**src/hw/rtl/sha256_pkg.sv**
```systemverilog
`timescale 1ns / 1ps
// ---------------------------------------------------------------------------
// SHA-256 hasher package
// Round constants, initial hash values and the controller/datapath interface.
// ---------------------------------------------------------------------------
package sha256_pkg;

    localparam logic [7:0] PAD_BYTE = 8'h80;

    typedef logic [31:0] word_t;

    // Commands from the controller to the datapath.
    typedef struct packed {
        logic       load_byte;   // write wr_data at wr_addr into the block buffer
        logic [5:0] wr_addr;
        logic [7:0] wr_data;
        logic       count_byte;  // advance the message length
        logic       start_comp;  // copy hash state into working variables
        logic       round_en;    // run one compression round
        logic [5:0] round_idx;
        logic       finish_comp; // fold working variables into hash state
        logic       init_hash;   // restore initial hash values and clear length
        logic       len_sel;     // wr_data is taken from the bit length
    } sha_cmd_t;

    function automatic word_t round_k(input logic [5:0] t);
        word_t k;
        case (t)
            6'd0: k = 32'h428a2f98; 6'd1: k = 32'h71374491;
            6'd2: k = 32'hb5c0fbcf; 6'd3: k = 32'he9b5dba5;
            6'd4: k = 32'h3956c25b; 6'd5: k = 32'h59f111f1;
            6'd6: k = 32'h923f82a4; 6'd7: k = 32'hab1c5ed5;
            6'd8: k = 32'hd807aa98; 6'd9: k = 32'h12835b01;
            6'd10: k = 32'h243185be; 6'd11: k = 32'h550c7dc3;
            6'd12: k = 32'h72be5d74; 6'd13: k = 32'h80deb1fe;
            6'd14: k = 32'h9bdc06a7; 6'd15: k = 32'hc19bf174;
            6'd16: k = 32'he49b69c1; 6'd17: k = 32'hefbe4786;
            6'd18: k = 32'h0fc19dc6; 6'd19: k = 32'h240ca1cc;
            6'd20: k = 32'h2de92c6f; 6'd21: k = 32'h4a7484aa;
            6'd22: k = 32'h5cb0a9dc; 6'd23: k = 32'h76f988da;
            6'd24: k = 32'h983e5152; 6'd25: k = 32'ha831c66d;
            6'd26: k = 32'hb00327c8; 6'd27: k = 32'hbf597fc7;
            6'd28: k = 32'hc6e00bf3; 6'd29: k = 32'hd5a79147;
            6'd30: k = 32'h06ca6351; 6'd31: k = 32'h14292967;
            6'd32: k = 32'h27b70a85; 6'd33: k = 32'h2e1b2138;
            6'd34: k = 32'h4d2c6dfc; 6'd35: k = 32'h53380d13;
            6'd36: k = 32'h650a7354; 6'd37: k = 32'h766a0abb;
            6'd38: k = 32'h81c2c92e; 6'd39: k = 32'h92722c85;
            6'd40: k = 32'ha2bfe8a1; 6'd41: k = 32'ha81a664b;
            6'd42: k = 32'hc24b8b70; 6'd43: k = 32'hc76c51a3;
            6'd44: k = 32'hd192e819; 6'd45: k = 32'hd6990624;
            6'd46: k = 32'hf40e3585; 6'd47: k = 32'h106aa070;
            6'd48: k = 32'h19a4c116; 6'd49: k = 32'h1e376c08;
            6'd50: k = 32'h2748774c; 6'd51: k = 32'h34b0bcb5;
            6'd52: k = 32'h391c0cb3; 6'd53: k = 32'h4ed8aa4a;
            6'd54: k = 32'h5b9cca4f; 6'd55: k = 32'h682e6ff3;
            6'd56: k = 32'h748f82ee; 6'd57: k = 32'h78a5636f;
            6'd58: k = 32'h84c87814; 6'd59: k = 32'h8cc70208;
            6'd60: k = 32'h90befffa; 6'd61: k = 32'ha4506ceb;
            6'd62: k = 32'hbef9a3f7; default: k = 32'hc67178f2;
        endcase
        return k;
    endfunction

    function automatic word_t initial_h(input logic [2:0] i);
        word_t h;
        case (i)
            3'd0: h = 32'h6a09e667; 3'd1: h = 32'hbb67ae85;
            3'd2: h = 32'h3c6ef372; 3'd3: h = 32'ha54ff53a;
            3'd4: h = 32'h510e527f; 3'd5: h = 32'h9b05688c;
            3'd6: h = 32'h1f83d9ab; default: h = 32'h5be0cd19;
        endcase
        return h;
    endfunction

endpackage

```
**src/hw/rtl/sha256_datapath.sv**
```systemverilog
`timescale 1ns / 1ps
// ---------------------------------------------------------------------------
// SHA-256 datapath
// Block buffer, rolling message schedule, round logic, hash state, length.
// ---------------------------------------------------------------------------
module sha256_datapath
    import sha256_pkg::*;
(
    input  logic        aclk,
    input  logic        aresetn,
    input  sha_cmd_t    cmd,
    input  logic [2:0]  rd_idx,
    output word_t       rd_word
);

    // Block buffer as sixteen big-endian words, each byte lane written alone.
    word_t       buf_reg [16];
    word_t       hash_reg [8];
    word_t       v_reg [8];
    word_t       w_reg [16];
    logic [60:0] count_reg;
    logic [63:0] bits;
    logic [7:0]  wbyte;
    word_t       wt, sched, s0, s1, sum0, sum1, ch, maj, p, q;

    assign bits  = {count_reg, 3'b000};
    assign wbyte = cmd.len_sel ? bits[8*(63 - cmd.wr_addr) +: 8] : cmd.wr_data;

    function automatic word_t rotr(input word_t x, input int n);
        return (x >> n) | (x << (32 - n));
    endfunction

    // Rounds 0..15 read the buffer; later rounds use the 16-word window.
    always_comb begin
        s0    = rotr(w_reg[1], 7) ^ rotr(w_reg[1], 18) ^ (w_reg[1] >> 3);
        s1    = rotr(w_reg[14], 17) ^ rotr(w_reg[14], 19) ^ (w_reg[14] >> 10);
        sched = s1 + w_reg[9] + s0 + w_reg[0];
        if (cmd.round_idx[5:4] == 2'b00) begin
            wt = buf_reg[cmd.round_idx[3:0]];
        end else begin
            wt = sched;
        end
        sum1 = rotr(v_reg[4], 6) ^ rotr(v_reg[4], 11) ^ rotr(v_reg[4], 25);
        ch   = (v_reg[4] & v_reg[5]) ^ (~v_reg[4] & v_reg[6]);
        sum0 = rotr(v_reg[0], 2) ^ rotr(v_reg[0], 13) ^ rotr(v_reg[0], 22);
        maj  = (v_reg[0] & v_reg[1]) ^ (v_reg[0] & v_reg[2]) ^ (v_reg[1] & v_reg[2]);
        p    = v_reg[7] + sum1 + ch + round_k(cmd.round_idx) + wt;
        q    = sum0 + maj;
    end

    always_ff @(posedge aclk) begin
        if (cmd.load_byte) begin
            buf_reg[cmd.wr_addr[5:2]][{~cmd.wr_addr[1:0], 3'b000} +: 8] <= wbyte;
        end
        if (cmd.start_comp) begin
            for (int i = 0; i < 8; i++) v_reg[i] <= hash_reg[i];
        end else if (cmd.round_en) begin
            v_reg[0] <= p + q;
            v_reg[1] <= v_reg[0];
            v_reg[2] <= v_reg[1];
            v_reg[3] <= v_reg[2];
            v_reg[4] <= v_reg[3] + p;
            v_reg[5] <= v_reg[4];
            v_reg[6] <= v_reg[5];
            v_reg[7] <= v_reg[6];
            for (int i = 0; i < 15; i++) w_reg[i] <= w_reg[i+1];
            w_reg[15] <= wt;
        end
    end

    always_ff @(posedge aclk) begin
        if (!aresetn || cmd.init_hash) begin
            for (int i = 0; i < 8; i++) hash_reg[i] <= initial_h(3'(i));
            count_reg <= '0;
        end else begin
            if (cmd.finish_comp) begin
                for (int i = 0; i < 8; i++) hash_reg[i] <= hash_reg[i] + v_reg[i];
            end
            if (cmd.count_byte) begin
                count_reg <= count_reg + 61'd1;
            end
        end
    end

    assign rd_word = hash_reg[rd_idx];

endmodule

```
**src/hw/rtl/sha256_controller.sv**
```systemverilog
`timescale 1ns / 1ps
// ---------------------------------------------------------------------------
// SHA-256 controller
// Sequences byte loads, padding, compression rounds and digest output.
// ---------------------------------------------------------------------------
module sha256_controller
    import sha256_pkg::*;
(
    input  logic        aclk,
    input  logic        aresetn,
    input  logic        s_valid,
    output logic        s_ready,
    input  logic [7:0]  s_data_byte,
    input  logic        s_byte_valid,
    input  logic        s_finish,
    output logic        m_valid,
    input  logic        m_ready,
    output logic [2:0]  m_word_index,
    output logic        m_last_word,
    output sha_cmd_t    cmd
);

    localparam logic [2:0] ST_IDLE  = 3'd0;
    localparam logic [2:0] ST_PAD   = 3'd1;
    localparam logic [2:0] ST_START = 3'd2;
    localparam logic [2:0] ST_ROUND = 3'd3;
    localparam logic [2:0] ST_FOLD  = 3'd4;
    localparam logic [2:0] ST_OUT   = 3'd5;

    logic [2:0] state_reg, state_next;
    logic [5:0] held_reg, held_next;     // bytes in the buffer
    logic [5:0] ptr_reg, ptr_next;       // pad write position or round index
    logic       fin_reg, fin_next;       // message is ending
    logic       last_blk_reg, last_blk_next; // block being padded has the length
    logic [2:0] out_reg, out_next;
    // A finishing item that filled a block has not started its padding yet.
    logic pad_started_reg, pad_started_next;

    assign s_ready      = (state_reg == ST_IDLE);
    assign m_valid      = (state_reg == ST_OUT);
    assign m_word_index = out_reg;
    assign m_last_word  = (out_reg == 3'd7);

    always_comb begin
        state_next    = state_reg;
        held_next     = held_reg;
        ptr_next      = ptr_reg;
        fin_next      = fin_reg;
        last_blk_next = last_blk_reg;
        out_next      = out_reg;
        cmd           = '0;
        cmd.round_idx = ptr_reg;
        cmd.wr_addr   = ptr_reg;
        unique case (state_reg)
            ST_IDLE: begin
                if (s_valid) begin
                    fin_next = s_finish;
                    if (s_byte_valid) begin
                        cmd.load_byte  = 1'b1;
                        cmd.count_byte = 1'b1;
                        cmd.wr_addr    = held_reg;
                        cmd.wr_data    = s_data_byte;
                        held_next      = held_reg + 6'd1;
                    end
                    if (s_byte_valid && held_reg == 6'd63) begin
                        state_next = ST_START;
                    end else if (s_finish) begin
                        ptr_next   = s_byte_valid ? held_reg + 6'd1 : held_reg;
                        state_next = ST_PAD;
                        last_blk_next = 1'b0;
                    end
                end
            end
            ST_PAD: begin
                // 0x80 at the held count (not in an overflow block), then zeros, then length if it fits.
                cmd.load_byte = 1'b1;
                cmd.wr_data   = (ptr_reg == held_reg && !last_blk_reg) ? PAD_BYTE : 8'h00;
                if (ptr_reg >= 6'd56 && (held_reg < 6'd56 || last_blk_reg)) begin
                    cmd.len_sel = 1'b1;
                end
                ptr_next = ptr_reg + 6'd1;
                if (ptr_reg == 6'd63) begin
                    last_blk_next = (held_reg < 6'd56) || last_blk_reg;
                    state_next    = ST_START;
                end
            end
            ST_START: begin
                cmd.start_comp = 1'b1;
                ptr_next       = 6'd0;
                state_next     = ST_ROUND;
            end
            ST_ROUND: begin
                cmd.round_en = 1'b1;
                ptr_next     = ptr_reg + 6'd1;
                if (ptr_reg == 6'd63) state_next = ST_FOLD;
            end
            ST_FOLD: begin
                cmd.finish_comp = 1'b1;
                if (!fin_reg) begin
                    state_next = ST_IDLE;
                end else if (last_blk_reg) begin
                    out_next   = 3'd0;
                    state_next = ST_OUT;
                end else begin
                    // Full block was just hashed on a finishing item, or the
                    // padding overflowed: write the next padded block.
                    if (held_reg == 6'd0 && !pad_started_reg) begin
                        ptr_next = 6'd0;
                    end else begin
                        held_next     = 6'd0;
                        ptr_next      = 6'd0;
                        last_blk_next = 1'b1;
                    end
                    state_next = ST_PAD;
                end
            end
            ST_OUT: begin
                if (m_ready) begin
                    out_next = out_reg + 3'd1;
                    if (out_reg == 3'd7) begin
                        cmd.init_hash = 1'b1;
                        held_next     = 6'd0;
                        fin_next      = 1'b0;
                        last_blk_next = 1'b0;
                        state_next    = ST_IDLE;
                    end
                end
            end
            default: state_next = ST_IDLE;
        endcase
    end

    always_comb begin
        pad_started_next = pad_started_reg;
        if (state_reg == ST_PAD) pad_started_next = 1'b1;
        if (state_reg == ST_IDLE || state_reg == ST_OUT) pad_started_next = 1'b0;
    end

    always_ff @(posedge aclk) begin
        if (!aresetn) begin
            state_reg       <= ST_IDLE;
            held_reg        <= '0;
            ptr_reg         <= '0;
            fin_reg         <= 1'b0;
            last_blk_reg    <= 1'b0;
            out_reg         <= '0;
            pad_started_reg <= 1'b0;
        end else begin
            state_reg       <= state_next;
            held_reg        <= held_next;
            ptr_reg         <= ptr_next;
            fin_reg         <= fin_next;
            last_blk_reg    <= last_blk_next;
            out_reg         <= out_next;
            pad_started_reg <= pad_started_next;
        end
    end

    a_one_cmd: assert property (@(posedge aclk) disable iff (!aresetn)
        !(cmd.start_comp && cmd.round_en)) else $error("start and round together");
    a_out_hold: assert property (@(posedge aclk) disable iff (!aresetn)
        m_valid && !m_ready |=> m_valid && $stable(m_word_index))
        else $error("digest word dropped");
    a_no_accept_busy: assert property (@(posedge aclk) disable iff (!aresetn)
        state_reg == ST_ROUND |-> !s_ready) else $error("ready during rounds");

endmodule

```
**src/hw/rtl/sha256_stream_hasher.sv**
```systemverilog
`timescale 1ns / 1ps
// ---------------------------------------------------------------------------
// SHA-256 stream hasher
// Hashes a byte stream and returns the eight digest words per message.
// ---------------------------------------------------------------------------
// Usage:
//   The input channel (s_valid/s_ready) carries one message byte per
//   transfer with s_byte_valid set; s_finish ends the message after that
//   byte. A transfer with s_byte_valid low and s_finish high ends the
//   message with no byte, so an empty message is allowed.
//   A byte that does not fill the block leaves the input ready. The 64th byte
//   of a block starts compression: a start step, the rounds in turn on
//   the single round unit, then a fold step; no input is taken meanwhile.
//   On finish, padding is written one byte per cycle into the buffer
//   (64 minus the bytes held), followed by a compression; a second
//   padded block and its compression are added when fewer than eight
//   bytes remain after the 0x80 marker.
//   The eight digest words then leave on m_valid/m_ready, H0 first, with
//   m_last_word on the eighth. A stalled receiver holds the current word;
//   no input is taken until the last word transfers.
//   Reset restores the initial hash values and clears the length.
// ---------------------------------------------------------------------------
module sha256_stream_hasher
    import sha256_pkg::*;
(
    input  logic        aclk,
    input  logic        aresetn,
    input  logic        s_valid,
    output logic        s_ready,
    input  logic [7:0]  s_data_byte,
    input  logic        s_byte_valid,
    input  logic        s_finish,
    output logic        m_valid,
    input  logic        m_ready,
    output logic [31:0] m_digest_word,
    output logic [2:0]  m_word_index,
    output logic        m_last_word
);

    sha_cmd_t cmd;

    sha256_controller u_ctrl (
        .aclk, .aresetn, .s_valid, .s_ready, .s_data_byte, .s_byte_valid,
        .s_finish, .m_valid, .m_ready, .m_word_index, .m_last_word, .cmd
    );

    sha256_datapath u_dp (
        .aclk, .aresetn, .cmd, .rd_idx(m_word_index), .rd_word(m_digest_word)
    );

endmodule

```
**config.mk**
```make
export PLATFORM = sky130hd
export DESIGN_NAME = sha256_stream_hasher
export DESIGN_NICKNAME = d
export VERILOG_FILES = /design/src/hw/rtl/sha256_pkg.sv /design/src/hw/rtl/sha256_datapath.sv /design/src/hw/rtl/sha256_controller.sv /design/src/hw/rtl/sha256_stream_hasher.sv
export SDC_FILE = /design/constraint.sdc
export NUM_CORES = 2
export LEC_CHECK = 0
export ABC_AREA = 1
export BUFFER_PORTS_ARGS = -buffer_cell sky130_fd_sc_hd__buf_4
export CORE_MARGIN = 5
export CORE_UTILIZATION = 53
export CTS_BUF_LIST = sky130_fd_sc_hd__clkbuf_8
export DETAILED_ROUTE_END_ITERATION = 8
export PLACE_DENSITY_LB_ADDON = 0.15
export SLEW_MARGIN = 10
export SYNTH_ARGS = -nofsm -noshare
export SYNTH_HDL_FRONTEND = slang
export SYNTH_SLANG_ARGS = --single-unit
```
**constraint.sdc**
```tcl
create_clock -name aclk -period 18.95 [get_ports aclk]
set_input_delay 0 -clock aclk [delete_from_list [all_inputs] [get_ports aclk]]
set_output_delay 0 -clock aclk [all_outputs]
set_load 0.05 [all_outputs]
```
# Yosys cells after proc, flatten, opt, wreduce, memory -nomap -nowiden
# Memory sizes are Yosys's and may differ from the RTL's. A register that Yosys moved wholly into a read port is not among the register bits.
# Index checks and enable logic that the tools add are counted.
[classes]
eq_ne = 21
mul = 0
div = 0
n_reduce_logical = 26
shifts = 3
bitwise = 45
add_sub_neg = 24
mux = 99
order_cmp = 2
[ops]
columns = ["operator", "count"]
rows = [
  ["two-way mux 32 bit", 26],
  ["adder 32 bit", 18],
  ["bitwise XOR 32 bit", 9],
  ["AND 32 bit", 5],
  ["two-way mux 6 bit", 15],
  ["variable part select 64 x 33 -> 8 bit", 1],
  ["adder 61 x 1 -> 61 bit, second input constant", 1],
  ["two-way mux 3 bit", 14],
  ["two-way mux 16 bit", 2],
  ["inverter 32 bit", 1],
  ["OR 10 x 32 -> 32 bit", 1],
  ["OR 13 x 32 -> 32 bit", 1],
  ["OR 14 x 32 -> 32 bit", 1],
  ["OR 15 x 32 -> 32 bit", 1],
  ["OR 19 x 32 -> 32 bit", 1],
  ["OR 21 x 32 -> 32 bit", 1],
  ["OR 25 x 32 -> 32 bit", 1],
  ["OR 26 x 32 -> 32 bit", 1],
  ["OR 30 x 32 -> 32 bit", 1],
  ["OR 7 x 32 -> 32 bit", 1],
  ["variable shift 8 x 7 -> 32 bit, first input constant", 1],
  ["variable part select 8 x 7 -> 32 bit", 1],
  ["bitwise XOR 32 x 22 -> 32 bit", 1],
  ["bitwise XOR 32 x 29 -> 32 bit", 1],
  ["other kinds (41)", 114],
]
[totals]
wordCells = 233
in_bits = 14
latch_bits = 0
mem_bits_ro = 2048
mem_bits_rw = 1536
mem_count = 5
reg_bits = 82
[mem_list]
columns = ["memory", "depth", "width", "read_ports", "rd_clocked_by_memory_dff", "write_ports", "line_no", "text"]
rows = [
  ["(no name shown)", 64, 32, 1, 1, 0, "sha256_pkg.sv:28", "case (t)"],
  ["u_dp.buf_reg", 16, 32, 1, 1, 1, "sha256_datapath.sv:17", "word_t buf_reg [16];"],
  ["u_dp.w_reg", 16, 32, 16, 0, 16, "sha256_datapath.sv:20", "word_t w_reg [16];"],
  ["u_dp.hash_reg", 8, 32, 9, 1, 8, "sha256_datapath.sv:18", "word_t hash_reg [8];"],
  ["u_dp.v_reg", 8, 32, 8, 0, 8, "sha256_datapath.sv:19", "word_t v_reg [8];"],
]

# Longest topological paths before layout
# An unclocked memory read counts as a cell.
[depth]
word_depth = 11
mapped_depth = 49
mapped_depth_nobuf = 49

# Modules after synthesis
# From an unflattened synthesis, not the netlist that was laid out.
[hier_totals]
hier_cells = 9430
area_unflattened_um2 = 91906.9
[modules_own_cells]
columns = ["mod", "n_inst", "cells_per_inst", "area_per_inst_um2", "seq_area_each_um2"]
rows = [
  ["sha256_datapath", 1, 9149, 90244.1, 47345.4],
  ["sha256_controller", 1, 281, 1662.8, 420.4],
]

# Worst setup path after synthesis
# Ideal clock, no wire load.
[synth_path]
kind = "register to register"
from = "register u_ctrl.state_reg[0]"
to = "memory u_dp.w_reg[0][0] in the netlist's numbering, enable pin"
arrival_time_ps = 15210
synth_period_minus_slack_ps = 16286
path_buffers = 2
setup_time_ps = 1076
path_slack_ps = 2664
stages_incl_launch_ff = 7
required_ps = 17874
cell_sequence = "dfxtp_1 inv_1 nor2_2 nand2_1 clkinv_1 clkbuf_1 clkbuf_1"
[synth_lines]
columns = ["item", "line_no", "text"]
rows = [
  ["start, declared", "sha256_controller.sv:30", "logic [2:0] state_reg, state_next;"],
  ["start signal, assigned", "sha256_controller.sv:149", "state_reg <= state_next;"],
  ["end, declared", "sha256_datapath.sv:20", ""],
]

==> key figures <==
Timing
  – Final Cycle Share: 54.05%
  – Sum Neg Setup Slack: 0 ns
  – Final Hold Vio Count: 0
  – Setup violators final: 0
  – Post-Route Skew: 0.08036 ns
  – Max-slew headroom: 3.252%
  – RSZ-0062 raised after global routing: false
  – FMAX: 97.64 MHz
  – Measured slew at the worst slew-check pin: 1.436 ns
  – Slew Limit Fails: 0
  – Final WS setup: 8.708 ns
  – Final min period: 10.24 ns

Layout
  – P&R area growth vs syn: 8.838%
  – Layout Nets: 10,290
  – Share of layout cells above drive strength 1: 6.810%

Min path
  – Hold path cells: 7
  – Hold Path Class: input port to flip-flop

Global routing
  – First-pass GRT wire length: 461.8 mm
  – GRT overflow: 0
  – Largest net degree at the start of global routing: 192
  – Number of global-route vias before repair: 69,670
  – Gr usage total: 33.59%
  – Antenna violations before repair: 2

Worst setup path
  – Slowest cell on crit path: o21ai_0
  – Critical path's largest stage delay: 0.63 ns
  – Worst path required time: 19.71 ns
  – Kind of critical path: flip-flop to flip-flop
  – Most used cell, CP: inv_1
  – R2r worst-path depth: 43
  – CP bufs+invs: 9
  – Reg2reg setup slack: 8.71 ns
  – Critical path peak fanout: 5
  – Crit path DAT: 11.00 ns
  – WP depth: 43
  – CP startpoint kind: flip-flop
  – CP endpoint kind: flip-flop
  – CP top delay family: adder cells

Synth
  – Sequential fraction of the synthesis area: 52.11%
  – Post-Syn Nets: 10,200
  – Cells after synthesis: 9,592
  – EDFF count, synth: 1,536
  – Synth Cell Area: 93,160 sq um
  – Yosys reg bits: 1,657
  – Synth cell types: 69
  – Yosys Warn Count: 0
  – Main synth FF type: edfxtp_1
  – FFs w/ async S/R, synth: 0%
  – Synth top area cells: edfxtp_1 (50%), nand2_1 (6.1%), ha_1 (5.4%)
  – Yosys top cell by area: edfxtp_1
  – Post-synth top area share: 49.51%
  – Syn_area_per_cell: 9.713 sq um

Clock tree
  – Cts repair resizes: 0
  – CTS Sinks: 1,657
  – Htree depth: 5
  – CTS tree: yes
  – CTS Buf Count: 301
  – Clk pin slew, worst setup/hold paths: 0.06 ns
  – Longest Clk Path Bufs: 4
  – Worst-skew pair later-pin latency: 1.07 ns
  – CTS Root Cell: clkbuf_8

Routing
  – 1st-pass router iterations: 6
  – WL met3: 29.07 mm
  – Drt initial violations: 8,912
  – Vias after detailed routing: 73,930
  – Met1 wire length: 133.0 mm
  – DR WL/cell: 26.09 um
  – Met2 routed WL: 140.5 mm
  – Vias/cell: 6.053
  – Final ANT Viol Nets: 0
  – DRC violations left: 0
  – Final wirelength: 318.7 mm
  – Top routing layer used: met5

Die
  – Ports: 52
  – Die span in x: 429.3 um
  – Core Region: 174,400 sq um
  – Die Ht: 429.3 um
  – Initial Utilization: 53.42%
  – Row count: 153
  – Die area: 184,300 sq um

Flow run
  – Max-cap violation count: 0

Placement
  – Routability cong.: 1.015
  – DP HPWL: 233.9 mm
  – I/O Buffers: 51
  – Placement Setup Slack: 9.001 ns

Run status
  – Status: finished clean
-- through the flow --
stage / hold WS [ns] / area [sq um] / cells / util (%)
final: 0.08585 / 101400 / 12210 / 58.14
after global routing: 0.1064 / 101400 / 12210 / 58.14
after detailed placement: 0.3413 / 95780 / 11680 / 54.92
after floorplan: 0.1998 / 93160 / 9592 / -
after CTS: 0.02076 / 101400 / 12210 / 58.13
after global placement: 0.3312 / 95780 / 11680 / 54.92
-- kinds of logic after synthesis --
family          after synthesis  share of synthesized area [%]
simple gates               3040                          13.60
compound gates             2390                          14.46
flops                      1657                          52.11
buf+inv                    1466                          5.971
fa+ha+maj                   600                          9.619
xor+xnor                    380                          3.572
mux                          59                         0.6742
-- worst register-to-register path: cells and delay by family, from the launching register on --
family	cells	cell delay (ns)
adders and majority gates	9	3.74
AOI/OAI and AO/OA	8	2.63
and+or+nand+nor	13	1.50
xor gates and xnor gates	4	0.91
buffers and inverters	9	0.70
DFF	1	0.48
-- final timing paths --
kind                               startpoint                                  end
setup / recovery   u_dp.w_reg[1][4]$_DFFE_PP_          u_dp.v_reg[0][30]$_DFFE_PP_
hold / removal                        m_ready  u_ctrl.m_word_index[0]$_SDFFE_PN0P_
setup reg to reg   u_dp.w_reg[1][4]$_DFFE_PP_          u_dp.v_reg[0][30]$_DFFE_PP_
hold reg to reg   u_dp.w_reg[4][28]$_DFFE_PP_          u_dp.w_reg[3][28]$_DFFE_PP_
-- Yosys cell counts (4+ instances only) --
cell,number
o221ai_1,109
o21ai_1,32
inv_2,23
buf_1,21
nor3b_1,4
a21o_1,48
o21a_1,74
mux2_2,30
a221oi_1,16
nand3b_1,7
o21ai_0,971
buf_2,30
nand3_1,390
nor4_1,33
a31o_2,6
edfxtp_1,1536
inv_1,1080
o211ai_1,82
or2_2,74
xnor2_1,198
nor2_1,808
a31oi_1,87
a21boi_0,12
a211oi_1,8
ha_1,401
dfxtp_1,121
nand4_1,63
nor2_2,14
mux2i_1,29
nand2_1,1503
o21bai_1,58
a21oi_1,807
o22ai_1,41
nand2_2,4
nor3_1,121
buf_4,4
fa_1,195
maj3_1,4
xor2_1,182
clkbuf_1,304
o31ai_1,9
-- cell type report --
cell class	instances	area (sq um)
sequential	1657	48560
tap	2325	2909
antenna	7	17.52
clock buffer	318	4377
clock inverter	183	985.9
timing repair buffer	149	1214
inverter	1106	4169
fill	15210	73000
multi-input combinational	6469	39160
-- metal layers --
layer	vias to the layer above	GRT usage (%)
met5	-	0
met2	3686	50.93
met4	2	14.67
met3	717	6.391
met1	35920	47.40
li1	33600	-
-- what timing repair did --
action                    4_1_cts  5_1_grt
hold buffers                   23        0
setup buffers                   0        0
hold endpoints to repair      525        0
-- placed cells by master (no fill, tap or decap), types with 82 or more instances in the layout --
master and count:
a21oi_1 806, nor3_1 120, a31oi_1 87, nand2_1 1499, edfxtp_1 1536, o221ai_1 109
nor2_1 804, nand3_1 390, dfxtp_1 116, inv_1 1155, o211ai_1 82, xor2_1 182
fa_1 195, o21ai_0 970, buf_4 123, ha_1 401, clkbuf_8 318, xnor2_1 198
Power is left out: the tool's default activity adds up to more than one toggle a clock period on the data nets, which glitch-free logic cannot reach.
